<file path="src/hdl/bfha_pkg.sv">
// package for the best-fit heap allocator
// holds payload structs, controller state enum, command/status structs and constants
package bfha_pkg;

  localparam int unsigned NumNodesDef  = 64;
  localparam int unsigned HeapBytesDef = 65536;
  localparam logic [6:0]  HdrReset     = 7'd16;

  localparam logic KindAlloc   = 1'b0;
  localparam logic KindRelease = 1'b1;

  localparam logic [1:0] StOk      = 2'd0;
  localparam logic [1:0] StNoRoom  = 2'd1;
  localparam logic [1:0] StBadAddr = 2'd2;

  typedef struct packed {
    logic        kind;
    logic [15:0] request_bytes;
    logic [15:0] release_address;
  } req_t;

  typedef struct packed {
    logic [15:0] payload_address;
    logic [1:0]  status;
    logic [16:0] heap_break;
  } rsp_t;

  typedef enum logic [4:0] {
    S_IDLE,
    S_WALK_RD,
    S_WALK_WT,
    S_WALK_EV,
    S_ALLOC_DEC,
    S_SPLIT_NXT,
    S_APPEND,
    S_REL_RD_N,
    S_REL_WT_N,
    S_REL_EV_N,
    S_REL_RD_P,
    S_REL_WT_P,
    S_REL_EV_P,
    S_REL_RD_C,
    S_REL_WT_C,
    S_REL_EV_C,
    S_UNLINK_RD,
    S_UNLINK_WT,
    S_UNLINK_EV,
    S_RESP
  } state_e;

  // controller to datapath
  typedef struct packed {
    logic   start;
    state_e st;
  } cmd_t;

  // datapath to controller
  typedef struct packed {
    logic walk_done;
    logic hit;
    logic cond_a;
    logic cond_b;
    logic unlink_after;
  } sts_t;

endpackage

</file>
<file path="src/hdl/bfha_ram.sv">
// generic single-port-write, single-read ram with registered read
// no package dependency
module bfha_ram #(
  parameter int unsigned Width = 8,
  parameter int unsigned Depth = 64
) (
  input  logic                     clk_i,
  input  logic                     we_i,
  input  logic [$clog2(Depth)-1:0] waddr_i,
  input  logic [Width-1:0]         wdata_i,
  input  logic [$clog2(Depth)-1:0] raddr_i,
  output logic [Width-1:0]         rdata_o
);

  logic [Width-1:0] mem_q [Depth];

  // write port and registered read
  always_ff @(posedge clk_i) begin
    if (we_i) begin
      mem_q[waddr_i] <= wdata_i;
    end
    rdata_o <= mem_q[raddr_i];
  end

endmodule

</file>
<file path="src/hdl/bfha_ctrl.sv">
// controller state machine for the allocator
// depends on bfha_pkg
module bfha_ctrl (
  input  logic          clk_i,
  input  logic          rst_ni,
  input  logic          req_valid_i,
  output logic          req_ready_o,
  input  logic          req_kind_i,
  output logic          rsp_valid_o,
  input  logic          rsp_ready_i,
  output bfha_pkg::cmd_t cmd_o,
  input  bfha_pkg::sts_t sts_i
);
  import bfha_pkg::*;

  state_e state_q, state_d;
  logic   rvalid_q, rvalid_d;
  logic   is_rel_q, is_rel_d;

  // state register
  always_ff @(posedge clk_i or negedge rst_ni) begin
    if (!rst_ni) begin
      state_q  <= S_IDLE;
      rvalid_q <= 1'b0;
      is_rel_q <= 1'b0;
    end else begin
      state_q  <= state_d;
      rvalid_q <= rvalid_d;
      is_rel_q <= is_rel_d;
    end
  end

  // next state
  always_comb begin
    state_d  = state_q;
    is_rel_d = is_rel_q;
    case (state_q)
      S_IDLE: begin
        if (req_valid_i && !rvalid_q) begin
          state_d  = S_WALK_RD;
          is_rel_d = (req_kind_i == KindRelease);
        end
      end
      S_WALK_RD: state_d = S_WALK_WT;
      S_WALK_WT: state_d = S_WALK_EV;
      S_WALK_EV: begin
        if (sts_i.walk_done) begin
          if (is_rel_q) state_d = sts_i.hit ? S_REL_RD_N : S_RESP;
          else          state_d = S_ALLOC_DEC;
        end else begin
          state_d = S_WALK_RD;
        end
      end
      S_ALLOC_DEC: begin
        // cond_a: split needed; cond_b: append needed
        if (sts_i.cond_a)      state_d = S_SPLIT_NXT;
        else if (sts_i.cond_b) state_d = S_APPEND;
        else                   state_d = S_RESP;
      end
      S_SPLIT_NXT: state_d = S_RESP;
      S_APPEND:    state_d = S_RESP;
      S_REL_RD_N:  state_d = S_REL_WT_N;
      S_REL_WT_N:  state_d = S_REL_EV_N;
      S_REL_EV_N:  state_d = sts_i.cond_a ? S_UNLINK_RD : S_REL_RD_P;
      S_REL_RD_P:  state_d = S_REL_WT_P;
      S_REL_WT_P:  state_d = S_REL_EV_P;
      S_REL_EV_P:  state_d = sts_i.cond_a ? S_UNLINK_RD : S_REL_RD_C;
      S_REL_RD_C:  state_d = S_REL_WT_C;
      S_REL_WT_C:  state_d = S_REL_EV_C;
      S_REL_EV_C:  state_d = sts_i.cond_a ? S_UNLINK_RD : S_RESP;
      S_UNLINK_RD: state_d = S_UNLINK_WT;
      S_UNLINK_WT: state_d = S_UNLINK_EV;
      S_UNLINK_EV: begin
        // unlink_after says which check follows this unlink
        if (!sts_i.unlink_after)  state_d = S_REL_RD_P;
        else if (sts_i.cond_b)    state_d = S_REL_RD_C;
        else                      state_d = S_RESP;
      end
      S_RESP:      state_d = S_IDLE;
      default:     state_d = S_IDLE;
    endcase
  end

  // outputs
  always_comb begin
    rvalid_d = rvalid_q;
    if (rvalid_q && rsp_ready_i) rvalid_d = 1'b0;
    if (state_q == S_RESP)       rvalid_d = 1'b1;
    req_ready_o = (state_q == S_IDLE) && !rvalid_q;
    cmd_o.start = req_valid_i && req_ready_o;
    cmd_o.st    = state_q;
    rsp_valid_o = rvalid_q;
  end

endmodule

</file>
<file path="src/hdl/bfha_dp.sv">
// datapath: node rams, list registers, walk and update logic
// depends on bfha_pkg and bfha_ram
module bfha_dp #(
  parameter int unsigned NumNodes  = bfha_pkg::NumNodesDef,
  parameter int unsigned HeapBytes = bfha_pkg::HeapBytesDef
) (
  input  logic           clk_i,
  input  logic           rst_ni,
  input  logic           cfg_valid_i,
  input  logic [6:0]     cfg_data_i,
  input  bfha_pkg::req_t req_i,
  input  bfha_pkg::cmd_t cmd_i,
  output bfha_pkg::sts_t sts_o,
  output bfha_pkg::rsp_t rsp_o
);
  import bfha_pkg::*;

  localparam int unsigned IW = $clog2(NumNodes);
  localparam int unsigned PW = IW + 1;
  localparam logic [PW-1:0] Nil = PW'(NumNodes);
  localparam logic [17:0] HeapLim = 18'(HeapBytes > 131071 ? 131071 : HeapBytes);

  // size rams hold 17 bits; values above stay within 17 bits for the field range
  logic [IW-1:0] raddr;
  logic [16:0]   rsize;
  logic          rused;
  logic [PW-1:0] rnext, rprev;

  // read-modify-write via field enables over per-field rams
  logic [16:0] sz_wd; logic us_wd; logic [PW-1:0] nx_wd, pv_wd;
  logic [IW-1:0] sz_wa, us_wa, nx_wa, pv_wa;
  logic sz_we, us_we, nx_we, pv_we;

  bfha_ram #(.Width(17), .Depth(NumNodes)) u_size (
    .clk_i, .we_i(sz_we), .waddr_i(sz_wa), .wdata_i(sz_wd), .raddr_i(raddr), .rdata_o(rsize));
  bfha_ram #(.Width(1), .Depth(NumNodes)) u_used (
    .clk_i, .we_i(us_we), .waddr_i(us_wa), .wdata_i(us_wd), .raddr_i(raddr), .rdata_o(rused));
  bfha_ram #(.Width(PW), .Depth(NumNodes)) u_next (
    .clk_i, .we_i(nx_we), .waddr_i(nx_wa), .wdata_i(nx_wd), .raddr_i(raddr), .rdata_o(rnext));
  bfha_ram #(.Width(PW), .Depth(NumNodes)) u_prev (
    .clk_i, .we_i(pv_we), .waddr_i(pv_wa), .wdata_i(pv_wd), .raddr_i(raddr), .rdata_o(rprev));

  // registers
  logic [6:0]        hdr_q;
  logic [NumNodes-1:0] taken_q, taken_d;
  logic [PW-1:0]     head_q, head_d, tail_q, tail_d;
  logic [17:0]       brk_q, brk_d;
  logic [PW-1:0]     cur_q, cur_d;
  logic [IW:0]       cnt_q, cnt_d;
  logic [17:0]       off_q, off_d;
  logic [PW-1:0]     best_q, best_d, exact_q, exact_d;
  logic [16:0]       bsz_q, bsz_d;
  logic [17:0]       boff_q, boff_d, eoff_q, eoff_d;
  logic [PW-1:0]     bnext_q, bnext_d;
  logic [PW-1:0]     ci_q, ci_d;           // current release block
  logic [16:0]       csz_q, csz_d;
  logic [PW-1:0]     cnext_q, cnext_d, cprev_q, cprev_d;
  logic [PW-1:0]     ui_q, ui_d;           // block being unlinked
  logic              uphase_q, uphase_d;   // 0 next merge, 1 prev merge or trim
  logic              cond_a_q, cond_a_d, cond_b_q, cond_b_d;
  logic [1:0]        stat_q, stat_d;
  logic [15:0]       paddr_q, paddr_d;
  logic [16:0]       need_q, need_d;
  logic [15:0]       rela_q;
  logic [PW-1:0]     free_q, free_d;
  logic              spare_q, spare_d;

  // first free node
  logic [PW-1:0] first_free;
  always_comb begin
    first_free = Nil;
    for (int k = NumNodes - 1; k >= 0; k--) begin
      if (!taken_q[k]) first_free = PW'(k);
    end
  end

  // configuration and control registers
  always_ff @(posedge clk_i or negedge rst_ni) begin
    if (!rst_ni) begin
      hdr_q   <= HdrReset;
      taken_q <= '0;
      head_q  <= Nil;
      tail_q  <= Nil;
      brk_q   <= '0;
    end else begin
      if (cfg_valid_i) hdr_q <= cfg_data_i;
      taken_q <= taken_d;
      head_q  <= head_d;
      tail_q  <= tail_d;
      brk_q   <= brk_d;
    end
  end

  // work registers
  always_ff @(posedge clk_i) begin
    cur_q <= cur_d; cnt_q <= cnt_d; off_q <= off_d;
    best_q <= best_d; exact_q <= exact_d; bsz_q <= bsz_d;
    boff_q <= boff_d; eoff_q <= eoff_d; bnext_q <= bnext_d;
    ci_q <= ci_d; csz_q <= csz_d; cnext_q <= cnext_d; cprev_q <= cprev_d;
    ui_q <= ui_d; uphase_q <= uphase_d; cond_a_q <= cond_a_d; cond_b_q <= cond_b_d;
    stat_q <= stat_d; paddr_q <= paddr_d; need_q <= need_d;
    free_q <= free_d; spare_q <= spare_d;
    if (cmd_i.start) begin
      rela_q <= req_i.release_address;
    end
  end

  logic [17:0] off_hdr;
  logic        walk_end;
  assign off_hdr  = off_q + 18'(hdr_q);
  assign walk_end = (cur_q == Nil) || (cnt_q == (IW+1)'(NumNodes));

  always_comb begin
    taken_d = taken_q; head_d = head_q; tail_d = tail_q; brk_d = brk_q;
    cur_d = cur_q; cnt_d = cnt_q; off_d = off_q;
    best_d = best_q; exact_d = exact_q; bsz_d = bsz_q;
    boff_d = boff_q; eoff_d = eoff_q; bnext_d = bnext_q;
    ci_d = ci_q; csz_d = csz_q; cnext_d = cnext_q; cprev_d = cprev_q;
    ui_d = ui_q; uphase_d = uphase_q; cond_a_d = cond_a_q; cond_b_d = cond_b_q;
    stat_d = stat_q; paddr_d = paddr_q; need_d = need_q;
    free_d = first_free; spare_d = (first_free != Nil);
    raddr = cur_q[IW-1:0];
    sz_we = 1'b0; us_we = 1'b0; nx_we = 1'b0; pv_we = 1'b0;
    sz_wa = '0; us_wa = '0; nx_wa = '0; pv_wa = '0;
    sz_wd = '0; us_wd = 1'b0; nx_wd = '0; pv_wd = '0;
    sts_o = '0;

    if (cmd_i.start) begin
      cur_d   = head_q;
      cnt_d   = '0;
      off_d   = '0;
      best_d  = Nil;
      exact_d = Nil;
      stat_d  = StOk;
      paddr_d = '0;
      need_d  = 17'(req_i.request_bytes) + 17'(hdr_q);
    end

    case (cmd_i.st)
      S_WALK_RD, S_WALK_WT: raddr = cur_q[IW-1:0];
      S_WALK_EV: begin
        sts_o.walk_done = walk_end;
        if (!walk_end) begin
          // release match ends the walk
          if (rused && off_hdr == 18'(rela_q) && cond_b_q) begin
            sts_o.walk_done = 1'b1;
            sts_o.hit       = 1'b1;
            ci_d   = cur_q;
            csz_d  = rsize;
            cnext_d = rnext;
            cprev_d = rprev;
          end
          if (!rused) begin
            if (exact_q == Nil && rsize == need_q) begin
              exact_d = cur_q; eoff_d = off_q;
            end
            if (rsize >= need_q && (best_q == Nil || rsize < bsz_q)) begin
              best_d = cur_q; boff_d = off_q; bsz_d = rsize; bnext_d = rnext;
            end
          end
          off_d = off_q + 18'(rsize);
          cur_d = rnext;
          cnt_d = cnt_q + (IW+1)'(1);
        end
        if (walk_end && cond_b_q) stat_d = StBadAddr;
      end
      S_ALLOC_DEC: begin
        if (exact_q != Nil) begin
          if (eoff_q + 18'(hdr_q) > 18'hFFFF) stat_d = StNoRoom;
          else begin
            us_we = 1'b1; us_wa = exact_q[IW-1:0]; us_wd = 1'b1;
            paddr_d = 16'(eoff_q + 18'(hdr_q));
          end
        end else if (best_q != Nil) begin
          if (boff_q + 18'(hdr_q) > 18'hFFFF) stat_d = StNoRoom;
          else begin
            us_we = 1'b1; us_wa = best_q[IW-1:0]; us_wd = 1'b1;
            paddr_d = 16'(boff_q + 18'(hdr_q));
            if ((bsz_q - need_q) > 17'(hdr_q) && spare_q) begin
              sts_o.cond_a = 1'b1;
              taken_d[free_q[IW-1:0]] = 1'b1;
              sz_we = 1'b1; sz_wa = free_q[IW-1:0]; sz_wd = bsz_q - need_q;
              nx_we = 1'b1; nx_wa = free_q[IW-1:0]; nx_wd = bnext_q;
              pv_we = 1'b1; pv_wa = free_q[IW-1:0]; pv_wd = best_q;
              ui_d = free_q;
            end
          end
        end else begin
          if (brk_q + 18'(need_q) > HeapLim || brk_q + 18'(hdr_q) > 18'hFFFF || !spare_q)
            stat_d = StNoRoom;
          else begin
            sts_o.cond_b = 1'b1;
            ui_d = free_q;
            taken_d[free_q[IW-1:0]] = 1'b1;
            sz_we = 1'b1; sz_wa = free_q[IW-1:0]; sz_wd = need_q;
            nx_we = 1'b1; nx_wa = free_q[IW-1:0]; nx_wd = Nil;
            pv_we = 1'b1; pv_wa = free_q[IW-1:0]; pv_wd = tail_q;
            paddr_d = 16'(brk_q + 18'(hdr_q));
          end
        end
      end
      S_SPLIT_NXT: begin
        // link the split remainder in after the best block
        us_we = 1'b1; us_wa = ui_q[IW-1:0]; us_wd = 1'b0;
        nx_we = 1'b1; nx_wa = best_q[IW-1:0]; nx_wd = ui_q;
        sz_we = 1'b1; sz_wa = best_q[IW-1:0]; sz_wd = need_q;
        if (bnext_q != Nil) begin
          pv_we = 1'b1; pv_wa = bnext_q[IW-1:0]; pv_wd = ui_q;
        end else tail_d = ui_q;
      end
      S_APPEND: begin
        us_we = 1'b1; us_wa = ui_q[IW-1:0]; us_wd = 1'b1;
        if (tail_q != Nil) begin
          nx_we = 1'b1; nx_wa = tail_q[IW-1:0]; nx_wd = ui_q;
        end else head_d = ui_q;
        tail_d = ui_q;
        brk_d  = brk_q + 18'(need_q);
      end
      S_REL_RD_N, S_REL_WT_N: begin
        raddr = cnext_q[IW-1:0];
        if (cmd_i.st == S_REL_RD_N) begin
          us_we = 1'b1; us_wa = ci_q[IW-1:0]; us_wd = 1'b0;
        end
      end
      S_REL_EV_N: begin
        raddr = cnext_q[IW-1:0];
        if (cnext_q != Nil && !rused) begin
          sts_o.cond_a = 1'b1;
          csz_d = csz_q + rsize;
          sz_we = 1'b1; sz_wa = ci_q[IW-1:0]; sz_wd = csz_q + rsize;
          ui_d = cnext_q; uphase_d = 1'b0;
        end
      end
      S_REL_RD_P, S_REL_WT_P: raddr = cprev_q[IW-1:0];
      S_REL_EV_P: begin
        raddr = cprev_q[IW-1:0];
        if (cprev_q != Nil && !rused) begin
          sts_o.cond_a = 1'b1;
          sz_we = 1'b1; sz_wa = cprev_q[IW-1:0]; sz_wd = rsize + csz_q;
          ui_d = ci_q; uphase_d = 1'b1;
          ci_d = cprev_q; csz_d = rsize + csz_q;
        end
      end
      S_REL_RD_C, S_REL_WT_C: raddr = ci_q[IW-1:0];
      S_REL_EV_C: begin
        raddr = ci_q[IW-1:0];
        if (rnext == Nil) begin
          sts_o.cond_a = 1'b1;
          brk_d = brk_q - 18'(rsize);
          ui_d = ci_q; uphase_d = 1'b1; cond_a_d = 1'b1;
        end
      end
      S_UNLINK_RD, S_UNLINK_WT: raddr = ui_q[IW-1:0];
      S_UNLINK_EV: begin
        raddr = ui_q[IW-1:0];
        sts_o.unlink_after = uphase_q;
        sts_o.cond_b       = !cond_a_q;
        taken_d[ui_q[IW-1:0]] = 1'b0;
        if (rprev != Nil) begin
          nx_we = 1'b1; nx_wa = rprev[IW-1:0]; nx_wd = rnext;
        end else head_d = rnext;
        if (rnext != Nil) begin
          pv_we = 1'b1; pv_wa = rnext[IW-1:0]; pv_wd = rprev;
        end else tail_d = rprev;
        // keep cached links of the live block in step
        if (ci_q != ui_q) begin
          if (rprev == ci_q) cnext_d = rnext;
        end else begin
          cprev_d = rprev;
        end
      end
      default: ;
    endcase

    // per-request flags
    if (cmd_i.start) begin
      cond_b_d = (req_i.kind == KindRelease);
      cond_a_d = 1'b0;
    end
  end

  assign rsp_o.payload_address = (stat_q == StOk) ? paddr_q : 16'd0;
  assign rsp_o.status          = stat_q;
  assign rsp_o.heap_break      = brk_q[16:0];

endmodule

</file>
<file path="src/hdl/best_fit_heap_allocator.sv">
// best-fit heap allocator: one request walks the block list; a list step passes read,
// wait and evaluate states, one step per block visited plus the end check (a release
// match ends the walk at its block); one request in flight at a time
// the walk over node rams with registered read sets the rate
// async active-low reset: empty list, break 0, header 16
// depends on bfha_pkg, bfha_ctrl, bfha_dp, bfha_ram
module best_fit_heap_allocator #(
  parameter int unsigned NumNodes  = bfha_pkg::NumNodesDef,
  parameter int unsigned HeapBytes = bfha_pkg::HeapBytesDef
) (
  input  logic           clk_i,
  input  logic           rst_ni,
  input  logic           cfg_valid_i,
  output logic           cfg_ready_o,
  input  logic [6:0]     cfg_data_i,
  input  logic           req_valid_i,
  output logic           req_ready_o,
  input  bfha_pkg::req_t req_data_i,
  output logic           rsp_valid_o,
  input  logic           rsp_ready_i,
  output bfha_pkg::rsp_t rsp_data_o
);
  import bfha_pkg::*;

  cmd_t cmd;
  sts_t sts;

  assign cfg_ready_o = 1'b1;

  bfha_ctrl u_ctrl (
    .clk_i, .rst_ni, .req_valid_i, .req_ready_o, .req_kind_i(req_data_i.kind),
    .rsp_valid_o, .rsp_ready_i, .cmd_o(cmd), .sts_i(sts));

  bfha_dp #(.NumNodes(NumNodes), .HeapBytes(HeapBytes)) u_dp (
    .clk_i, .rst_ni, .cfg_valid_i(cfg_valid_i & cfg_ready_o), .cfg_data_i,
    .req_i(req_data_i), .cmd_i(cmd), .sts_o(sts), .rsp_o(rsp_data_o));

endmodule

</file>
<file path="config.mk">
export PLATFORM = sky130hd
export DESIGN_NAME = best_fit_heap_allocator
export DESIGN_NICKNAME = d
export VERILOG_FILES = /design/src/hdl/bfha_pkg.sv /design/src/hdl/bfha_ram.sv /design/src/hdl/bfha_ctrl.sv /design/src/hdl/bfha_dp.sv /design/src/hdl/best_fit_heap_allocator.sv
export SDC_FILE = /design/constraint.sdc
export NUM_CORES = 2
export LEC_CHECK = 0
export BUFFER_PORTS_ARGS = -buffer_cell sky130_fd_sc_hd__buf_2
export CAP_MARGIN = 20
export CORE_MARGIN = 2
export CORE_UTILIZATION = 45
export CTS_BUF_LIST = sky130_fd_sc_hd__clkbuf_8
export CTS_CLUSTER_SIZE = 12
export DETAILED_ROUTE_END_ITERATION = 10
export PLACE_DENSITY = 0.61
export SYNTH_ARGS = -nofsm -noshare
export SYNTH_HDL_FRONTEND = slang
export SYNTH_SLANG_ARGS = --single-unit
</file>
<file path="constraint.sdc">
create_clock -name clk_i -period 17.6 [get_ports clk_i]
set_clock_uncertainty 0.15 [all_clocks]
set_input_delay 3.52 -clock clk_i [delete_from_list [all_inputs] [get_ports clk_i]]
set_output_delay 3.52 -clock clk_i [all_outputs]
set_load 0.005 [all_outputs]
</file>
==> results.cfg <==
[run_status]
status = completed

[floorplanning]
initial_core_util_pct = 45.1
dieArea_um2 = 231000
chipWidth_um = 481
pin_count = 83
rows = 175
die_height_um = 481
fp.coreArea_um2 = 227000

[timing]
setup_violations = 0
slew_headroom_pct = 23.1
rsz0062_at_grt = false
tightest_slew_ns = 1.15
fin_ws_ns = 10.11
finalCriticalPeriod_ns = 7.49
fin_crit_sh_pct = 42.6
final_max_slew_viol_count = 0
hold_viol_final = 0
max_freq_ghz = 0.133
tns_ns = 0

[run]
maxCapViolCount = 0

[critical_path]
timing.rr.end = u_dp.u_size.mem_q[4][14]
worst-path-max-fanout = 32
r2r_cells = 20
cp.arrival_ns = 8.11
start_kind = register
rrSetupSlack_ns = 10.11
startpoint = u_dp.bsz_q[0]
r2r-start = u_dp.bsz_q[0]
path_cells = inv_1 > ha_1 > inv_1 > fa_1 > a21o_1 > a221oi_1 > xnor2_1 > ha_1 > nand3_1 > o22a_1 > a211oi_1 > nand4_1 > or4b_1 > nor2_2 > o22ai_2 > buf_4 > a211oi_1 > nand2_1 > nor2_1 > buf_4
cpPeakStageDelay_ns = 1.03
worstSetupPathType = register to register
endpoint_kind = register
critPathSlowestCell = nor2_1
worstPathRequired_ns = 18.22
crit_end = u_dp.u_size.mem_q[4][14]

[cts]
ctsResizeCount = 0
h-tree-depth = 5
path_clk_slew_ns = 0.07
cts_tree = yes
cts.path.max_buffers = 4
postCtsSetupRepairBufs = 0
cts_num_sinks = 2403
clock_latency_ns = 1.10
postCtsHoldBufs = 0
cts_buffers = 394
cts_root_buffer = clkbuf_8

[yosys]
ys_warn_count = 0
avgSynthCellArea_um2 = 16.5
synth_edf_count = 2188
syn-cell-area_um2 = 102000
ys_seq_elements = 2403
async_flop_share_pct = 4.58
syn_inst = 6208
syn_nets = 6423
synth-main-ff-cell = edfxtp_1
yosysUniqueCellTypes = 85
ys_seq_area_share_pct = 69.0

[drt]
drc = 0
drt_iter0_markers = 6399
drt_wl_total_um = 267000
wl_per_cell_um = 27.2
dr.pass1.iters = 7
via_count = 58800
avgViaCountPerCell = 5.99
ant_nets = 0

[cells_and_area]
fin_cells = 9814
area_growth_syn_to_layout_pct = 11.6
fin_nets = 6721
drive_above_1_share_pct = 20.8

[placed_design]
dpl.hpwl_um = 168000
dpl_worst_slack_ns = 10.28
gp_congestion = 0.904
port_buffers = 81
dp_cells = 9103

[global_route]
grt_pass1_wl_um = 391000
grt_antenna_before_repair = 8
grt.total_usage_pct = 22.8
grt_pass1_vias = 58200
grt_max_degree = 120
grt_overflow = 0

[worst_hold_path]
min_path_type = register to register
holdPathStages = 2

[power]
p_per_area_nw_per_um2 = 158
vdd_drop_max_v = 0.000171
p_leak_uw = 0.0413
layout make-up:
type                    count  area [µm²]
clock buffers             423        5820
clock inverters           266        1520
multi-input cells        3371       30500
diodes                      6        15.0
flip-flops and latches   2403       70600
well taps                3009        3760
repair buffers            203        1510
fillers                 18700      112000
inverters                 133         499
Yosys cell counts (all sizes together), types with 33 or more instances:
cell type  count  area [µm²]
a21o          65         488
a21oi        166         831
a22oi         33         248
a32oi         34         298
and2          34         213
buf          104         474
clkbuf       197         739
dfrtp        107        2680
dfxtp        105        2100
edfxtp      2188       65700
ha           160        2000
inv          132         495
mux2i         83         831
mux4         576       13000
nand2        516        1940
nand3        167         836
nand4         76         475
nor2         431        1640
nor2b         35         219
nor3          52         260
o21ai        305        1540
xnor2         94         823
xor2          68         596
layout by cell type (no fill, tap or decap), types with 23 or more instances in the layout:
cell type	instances
edfxtp_1	2188
mux4_2	576
nand2_1	512
clkbuf_8	423
nor2_1	382
o21ai_0	286
inv_1	269
nand3_1	167
a21oi_1	165
ha_1	160
dfrtp_1	107
dfxtp_1	105
buf_4	101
xnor2_1	94
mux2i_1	83
buf_2	81
nand4_1	76
xor2_1	68
clkinv_1	67
a21o_1	64
nor3_1	52
nor2_2	48
and2_1	34
a32oi_1	34
a22oi_1	33
clkinv_2	33
nor2b_1	32
or3_1	32
o21a_1	29
mux2_2	24
a31oi_1	24
o21bai_1	23
metrics by stage:
stage	util, %	hold WS [ns]	total power, µW	cell area (µm²)
6_report	50.4	0.336	18000	114000
4_1_cts	50.3	0.336	18100	114000
3_5_place_dp	47.0	0.323	13500	107000
5_1_grt	50.4	0.349	18800	114000
2_1_floorplan	-	0.282	11300	102000
3_3_place_gp	47.0	0.313	13400	107000
sequential cells by signal, summed over array words and instances (netlist names), 17 cells and up:
name	cells
u_dp.u_size.mem_q	1088
u_dp.u_next.mem_q	448
u_dp.u_prev.mem_q	448
u_dp.taken_q	64
u_dp.u_used.mem_q	64
u_dp.boff_q	18
u_dp.brk_q	18
u_dp.eoff_q	18
u_dp.off_q	18
u_dp.bsz_q	17
u_dp.csz_q	17
u_dp.need_q	17
u_dp.u_size.rdata_o	17
report_power, final:
group	switching, µW	total (µW)	internal [µW]
clock network	2190	4620	2440
registers	426	7020	6600
logic	3730	6350	2630
worst min path at each step:
stage / from / end / slack, ns
2_1_floorplan: u_dp.cur_q[6] / u_dp.cur_q[6] / 0.28
3_3_place_gp: u_dp.cnt_q[6] / u_dp.cnt_q[6] / 0.31
3_5_place_dp: u_dp.cnt_q[6] / u_dp.cnt_q[6] / 0.32
4_1_cts: u_dp.cnt_q[6] / u_dp.cnt_q[6] / 0.34
5_1_grt: u_dp.cnt_q[6] / u_dp.cnt_q[6] / 0.35
6_report: u_dp.cnt_q[6] / u_dp.cnt_q[6] / 0.34
per-layer routing:
metal	share of wire (%)	track usage, %	vias up
met5	0.0083	0	-
met1	43	32.9	30400
met3	8.4	4.88	456
met4	2.7	6.81	4
met2	46	35.0	2628
li1	-	-	25300
cells by family (layout without fill, tap and decap cells):
logic type	count (synthesis)	after routing	synth area share (%)
DFF	2403	2403	69.0
xor gates and xnor gates	162	162	1.39
other	1	7	0.00367
buffers and inverters	434	1025	1.67
adders and majority gates	170	170	2.15
and+or+nand+nor	1475	1475	6.57
muxes	683	683	13.8
AOI/OAI and AO/OA	880	880	5.50
worst max-delay path: cells and delay by family, from the launching register on:
kind / cells / cell delay, ns
DFF: 1 / 0.38
and+or+nand+nor: 6 / 2.90
xor gates and xnor gates: 1 / 0.16
adders and majority gates: 3 / 0.89
AOI/OAI and AO/OA: 6 / 1.87
buffers and inverters: 4 / 0.78
Power figures use the tool's default switching activity.
